--- config.mk ---
export PLATFORM = sky130hd
export DESIGN_NAME = tkvt_ctrl
export DESIGN_NICKNAME = d
export VERILOG_FILES = /design/src/design/tkvt_pkg.sv /design/src/design/tkvt_ctrl.sv
export VERILOG_INCLUDE_DIRS = /design/src /design/src/design
export SDC_FILE = /design/constraint.sdc
export NUM_CORES = 1
export LEC_CHECK = 0
export BUFFER_PORTS_ARGS = -buffer_cell sky130_fd_sc_hd__buf_2
export CAP_MARGIN = 20
export CORE_AREA = 5 5 42 44
export CTS_BUF_LIST = sky130_fd_sc_hd__clkbuf_16
export DETAILED_ROUTE_END_ITERATION = 10
export DIE_AREA = 0 0 47 49
export PLACE_DENSITY = 0.54
export SLEW_MARGIN = 15
export SYNTH_ARGS = -nofsm -noshare
export SYNTH_HDL_FRONTEND = slang
export SYNTH_SLANG_ARGS = --single-unit
--- constraint.sdc ---
create_clock -name clk_i -period 1.55 [get_ports clk_i]
set_input_delay 0.0775 -clock clk_i [delete_from_list [all_inputs] [get_ports clk_i]]
set_output_delay 0.0775 -clock clk_i [all_outputs]
set_load 0.02 [all_outputs]
--- src/design/assert_macros.svh ---
// Assertion helpers: clocked property check and a never-true check.
`ifndef ASSERT_MACROS_SVH
`define ASSERT_MACROS_SVH

`ifndef SYNTH
`define TKVT_ASSERT(label, clk, rst_n, prop, msg) \
  label: assert property (@(posedge clk) disable iff (!rst_n) prop) else $error(msg);
`define TKVT_NEVER(label, clk, rst_n, expr, msg) \
  label: assert property (@(posedge clk) disable iff (!rst_n) !(expr)) else $error(msg);
`else
`define TKVT_ASSERT(label, clk, rst_n, prop, msg)
`define TKVT_NEVER(label, clk, rst_n, expr, msg)
`endif

`endif

--- src/design/tkvt_pkg.sv ---
package tkvt_pkg;

  localparam int BlobOffW = 6;
  localparam int BlobRoom = 64;

  typedef enum logic [1:0] {
    ActSet   = 2'd0,
    ActBlob  = 2'd1,
    ActRdId  = 2'd2,
    ActRdPos = 2'd3
  } action_e;

  typedef enum logic [2:0] {
    StsOk      = 3'd0,
    StsNotFnd  = 3'd1,
    StsFull    = 3'd2,
    StsNoSlot  = 3'd3,
    StsSeq     = 3'd4
  } status_e;

  localparam logic [2:0] KindNone   = 3'd0;
  localparam logic [2:0] KindBool   = 3'd1;
  localparam logic [2:0] KindFloat  = 3'd4;
  localparam logic [2:0] KindString = 3'd5;
  localparam logic [2:0] KindBytes  = 3'd6;

  typedef enum logic [5:0] {
    StIdle = 6'b000001,
    StScan = 6'b000010,
    StCmp  = 6'b000100,
    StExec = 6'b001000,
    StBrd  = 6'b010000,
    StBout = 6'b100000
  } state_e;

  typedef struct packed {
    logic [1:0]  action;
    logic [31:0] resource_id;
    logic [2:0]  value_kind;
    logic [31:0] scalar_value;
    logic [7:0]  blob_byte;
    logic [7:0]  blob_offset;
    logic [7:0]  blob_total;
    logic [5:0]  entry_position;
  } item_t;

  typedef struct packed {
    logic [2:0]  status;
    logic [2:0]  kind_out;
    logic [31:0] id_out;
    logic [31:0] scalar_out;
    logic [5:0]  length_out;
    logic [7:0]  byte_out;
    logic [4:0]  byte_index_out;
    logic        last;
    logic [31:0] generation_out;
    logic [5:0]  count_out;
  } res_t;

  typedef struct packed {
    logic load;
    logic rd_ent;
    logic scan_inc;
    logic set_found;
    logic exec;
    logic rd_byte;
    logic emit_byte;
  } cmd_t;

  typedef struct packed {
    logic scan_end;
    logic hit;
    logic out_free;
    logic has_bytes;
    logic byte_last;
  } sts_t;

endpackage

--- src/design/tkvt_ctrl.sv ---
`include "assert_macros.svh"

module tkvt_ctrl import tkvt_pkg::*; (
  input  logic clk_i,
  input  logic rst_ni,
  input  logic in_valid_i,
  output logic in_ready_o,
  input  sts_t sts_i,
  output cmd_t cmd_o
);

  state_e state_q, state_d;

  always_ff @(posedge clk_i or negedge rst_ni) begin
    if (!rst_ni) begin
      state_q <= StIdle;
    end else begin
      state_q <= state_d;
    end
  end

  always_comb begin
    state_d    = state_q;
    cmd_o      = '0;
    in_ready_o = 1'b0;
    case (state_q)
      StIdle: begin
        in_ready_o = 1'b1;
        if (in_valid_i) begin
          cmd_o.load = 1'b1;
          state_d    = StScan;
        end
      end
      StScan: begin
        if (sts_i.scan_end) begin
          state_d = StExec;
        end else begin
          cmd_o.rd_ent = 1'b1;
          state_d      = StCmp;
        end
      end
      StCmp: begin
        if (sts_i.hit) begin
          cmd_o.set_found = 1'b1;
          state_d         = StExec;
        end else begin
          cmd_o.scan_inc = 1'b1;
          state_d        = StScan;
        end
      end
      StExec: begin
        if (sts_i.out_free) begin
          cmd_o.exec = 1'b1;
          state_d    = sts_i.has_bytes ? StBrd : StIdle;
        end
      end
      StBrd: begin
        cmd_o.rd_byte = 1'b1;
        state_d       = StBout;
      end
      StBout: begin
        if (sts_i.out_free) begin
          cmd_o.emit_byte = 1'b1;
          state_d         = sts_i.byte_last ? StIdle : StBrd;
        end
      end
      default: begin
        state_d = StIdle;
      end
    endcase
  end

  `TKVT_ASSERT(a_accept_scan, clk_i, rst_ni, (in_valid_i && in_ready_o) |=> (state_q == StScan), "accepted item did not start a scan")
  `TKVT_NEVER(a_exec_blocked, clk_i, rst_ni, (cmd_o.exec || cmd_o.emit_byte) && !sts_i.out_free, "result loaded over a pending transfer")
  `TKVT_ASSERT(a_last_idle, clk_i, rst_ni, (cmd_o.emit_byte && sts_i.byte_last) |=> (state_q == StIdle), "final byte did not end the read")

endmodule

==> Word-level counts from Yosys, hierarchy flattened <==
Cells that the tools add are included.
W data, S select, Z words.
{ "word_totals": {"register_bits": 6, "latch_bits": 0, "ramBits": 0, "rom_bits": 0, "in_bits": 8, "elab_cells": 31, "mem_count": 0} }
{ "classes": {"add_sub_neg": 0, "multipliers": 0, "div": 0, "magnitude_cmp": 0, "n_eq_ne": 9, "n_shift": 0, "mux": 20, "bitwise": 0, "reduce_logical": 1} }
{ "op_table": {"columns": ["op", "n"], "rows": [
  ["$pmux W6 S6", 1],
  ["$mux W6", 3],
  ["$mux W1", 11],
  ["$mux W5", 2],
  ["$mux W4", 2],
  ["$eq A6 B1 Y1 const B", 1],
  ["$eq A6 B2 Y1 const B", 1],
  ["$eq A6 B3 Y1 const B", 1],
  ["$eq A6 B4 Y1 const B", 1],
  ["$eq A6 B5 Y1 const B", 1],
  ["$eq A6 B6 Y1 const B", 1],
  ["$ne A2 B2 Y1 const B", 3],
  ["$reduce_and A3 Y1", 1],
  ["$mux W2", 1]
]} }

==> Depth between registers and ports, before layout <==
{ "logic_depth": {"ltp_word": 3, "depth_mapped": 4, "ltp_nobuf": 4} }

==> Least setup slack after synthesis <==
OpenSTA, ideal clock, no wires.
{ "synth_timing": {"path_kind": "reg-to-reg", "startpoint": "register state_q[1]", "endpoint": "register state_q[1]", "setup_time_ns": 0.119, "arrival_time_ns": 1.477, "required_ns": 1.431, "path_slack_ns": -0.046, "stages_incl_launch_ff": 5, "synth_period_minus_slack_ns": 1.596, "cell_sequence": "dfrtp_1 -> or4_4 -> a211oi_4 -> o21bai_1 -> o21ba_1"} }
{ "synth_via": {"elab_chain_cells": 3, "word_cells_on_any_way": 11, "classes_between": "eq/ne (9); mux (1); reduce/logical (1)"} }
{ "synth_rtl": {"columns": ["item", "line", "rtl"], "rows": [
  ["start: declaration", "tkvt_ctrl.sv:12", "state_e state_q, state_d;"],
  ["start signal: assignment", "tkvt_ctrl.sv:16", "state_q <= StIdle;"],
  ["start signal: assignment", "tkvt_ctrl.sv:18", "state_q <= state_d;"],
  ["$eq A6 B4 Y1 (tied with other cells)", "tkvt_ctrl.sv:26", "case (state_q)"],
  ["$ne A2 B2 Y1 (no line)", null, null],
  ["$reduce_and A3 Y1 (no line)", null, null]
]} }
Parallel ways exist; a longest one is shown, timed or not.
A chain may end at the register's enable or synchronous reset.

==> Final worst setup path <==
{ "layout_timing": {"startpoint": "register state_q[0]", "endpoint": "register state_q[1]"} }
The elaborated chain is that of the path after synthesis.

==> metrics.cfg <==
[floorplan]
start_util_pct=30.09
die_h_um=49
row_count=14
pin_count=16
core_area_um2=1401
dieArea_um2=2303
fp.dieW_um=47

[critical_path]
cp_max_fo=5
worstPathRequired_ns=1.67
crit_type=reg2reg
arrival_ns=1.71
crit_path_start_kind=flop
cp-end-kind=flop

[clocking]
clk_latency_ns=0.23
cts_root_buf=clkbuf_16
cts_tree=yes
cts.sinks=6
numCtsBuffers=3
cts.clk_slew.worst_paths_ns=0.04
cts_buffer_depth=2
htree_levels=1

[sta]
fin_crit_ns=1.589
worstMarginPinSlew_ns=0.2242
fin_skew_ns=0.003833
timing.fmax_ghz=0.6295
fin_ws_ns=-0.03855
hold_viol_final=0
setup_violations=1
post-route-period-util_pct=102.5
setup_tns_ns=-0.03855
slew_viol_final=0
rsz0062_at_grt=true
relSlewSlack_pct=85.01

[yosys]
synth_seq_cells=6
yosysSeqAreaShare_pct=35.91
synth_nets=54
ys_types=23
ys_warn_count=0
synthCells=46
syn_avg_cell_area_um2=9.166
syn_area_um2=421.7

[global_routing]
grt_antenna_before_repair=0
grt_pass1_vias=456
track_usage_pct=12.89
grt_start_max_net_pins=7
grt_pass1_wl_um=2173
grt_remaining_overflow=0

[drt]
drt_iter0_drc=4
vias_per_cell=5.312
detail-route-antenna-nets=0
drtPass1Iterations=4
wl_per_cell_um=13.89
drc=0
via_count=494
routed_wirelength_um=1292

[run]
drv_cap=0

[layout]
n_fill_cell=127
finalNetCount=86
largest_reg_flops=6
drive_gt1_share_pct=63.64
reg_top3=state_q x6
multi_input_area_um2=305.3
regMostFlops=state_q
final_common_cell=buf_4
mostFrequentLayoutCells=buf_4 (11), buf_2 (10), buf_6 (5)
area_growth_pct=82.79
instances_no_fill=93
antenna-diode-count=0
regArea_um2=152.6

[pwr]
powerDensity_nw_per_um2=1694
p_leak_uw=0.0003786
irDropWorstVdd_uv=1006

[placed_design]
io_buffers=15
hpwl_um=902.8
dp_cells=82
place_congestion=0.7066
dp_worst_setup_slack_ns=0.02526

[hold_path]
min_path_type=in2reg

[run_status]
status=finished, violations left
failed_checks=setup timing

[cell families after synthesis]
logic type / synth area share, %
buffers and inverters: 3.560
AO/OA/AOI/OAI: 18.10
AND/OR/NAND/NOR: 40.36
flip-flops: 35.91
XOR/XNOR: 2.078
[layer usage]
layer | track usage [%] | vias up | share of wire [%]
met4 | 6.912 | 0 | 1.8
met5 | 0 | - | 0
met1 | 16.33 | 240 | 45
met2 | 19.91 | 18 | 49
met3 | 2.214 | 6 | 4.3
li1 | - | 230 | -
[power breakdown]
part	switching, µW	internal, µW	leakage [µW]
clock network	96.4	335	0.0000423
registers	55.8	206	0.0000770
logic	283	329	0.000259
total	435	870	0.000379
[repair_timing]
item | in CTS | in global routing
hold endpoints to repair | 6 | 0
gates resized for setup | 4 | 21
setup buffers | 3 | 3
pin swaps | 2 | 5
setup endpoints to repair | 6 | 10
hold buffers | 1 | 0
[through the flow]
stage | instance area [µm²] | utilization (%) | hold slack, ns | total power, µW
after floorplan | 421.7 | - | -0.2181 | 531.5
after global placement | 554.3 | 39.55 | -0.08442 | 677.0
after detailed placement | 554.3 | 39.55 | -0.07544 | 683.4
after CTS | 679.4 | 48.48 | 0.03809 | 1192
after global routing | 770.7 | 55.00 | 0.05585 | 1384
final | 770.7 | 55.00 | 0.04094 | 1305
[worst paths after layout]
path                             from          to  slack [ns]  cells after the start
setup / recovery           state_q[0]  state_q[1]       -0.04                      4
min in group asynchronous      rst_ni  state_q[1]        0.21                      2
max in group asynchronous      rst_ni  state_q[0]        1.11                      2
hold reg to reg            state_q[3]  state_q[3]        0.73                      2
setup reg to reg           state_q[0]  state_q[1]       -0.04                      4
hold / removal               sts_i[4]  state_q[2]        0.04                      2
[layout make-up]
cell class / instances / share of cell area [%]
clock inverters: 1 / 0.4870
repair buffers: 27 / 25.81
clock buffers: 3 / 9.740
multi-input cells: 36 / 39.61
inverters: 4 / 1.948
well taps: 16 / 2.597
flip-flops and latches: 6 / 19.81
[worst max-delay path, cell delays in order, from the launching register on]
cell,delay (ns)
dfstp_2,0.40
or4_4,0.54
a211oi_4,0.22
o21bai_1,0.16
o21ba_1,0.16
[cells in the mapped netlist]
master | instances | area [µm²]
inv_1 | 4 | 15.01
or2b_2 | 2 | 17.52
a211oi_4 | 1 | 20.02
xor2_1 | 1 | 8.760
nor2_1 | 8 | 30.03
nor3_1 | 1 | 5.000
dfstp_2 | 1 | 26.28
or4_4 | 1 | 11.26
or2_2 | 2 | 12.51
nand2_1 | 2 | 7.510
and4b_2 | 1 | 11.26
o21bai_1 | 1 | 7.510
o22ai_1 | 3 | 18.77
nor4_1 | 1 | 6.260
o21ba_1 | 1 | 10.01
nor2b_1 | 2 | 12.51
a221o_2 | 1 | 11.26
dfrtp_1 | 5 | 125.1
nand4b_1 | 4 | 35.03
and2_1 | 1 | 6.260
and4b_1 | 1 | 10.01
nand3_1 | 1 | 5.000
a2bb2oi_1 | 1 | 8.760
(Power assumes the default switching activity.)
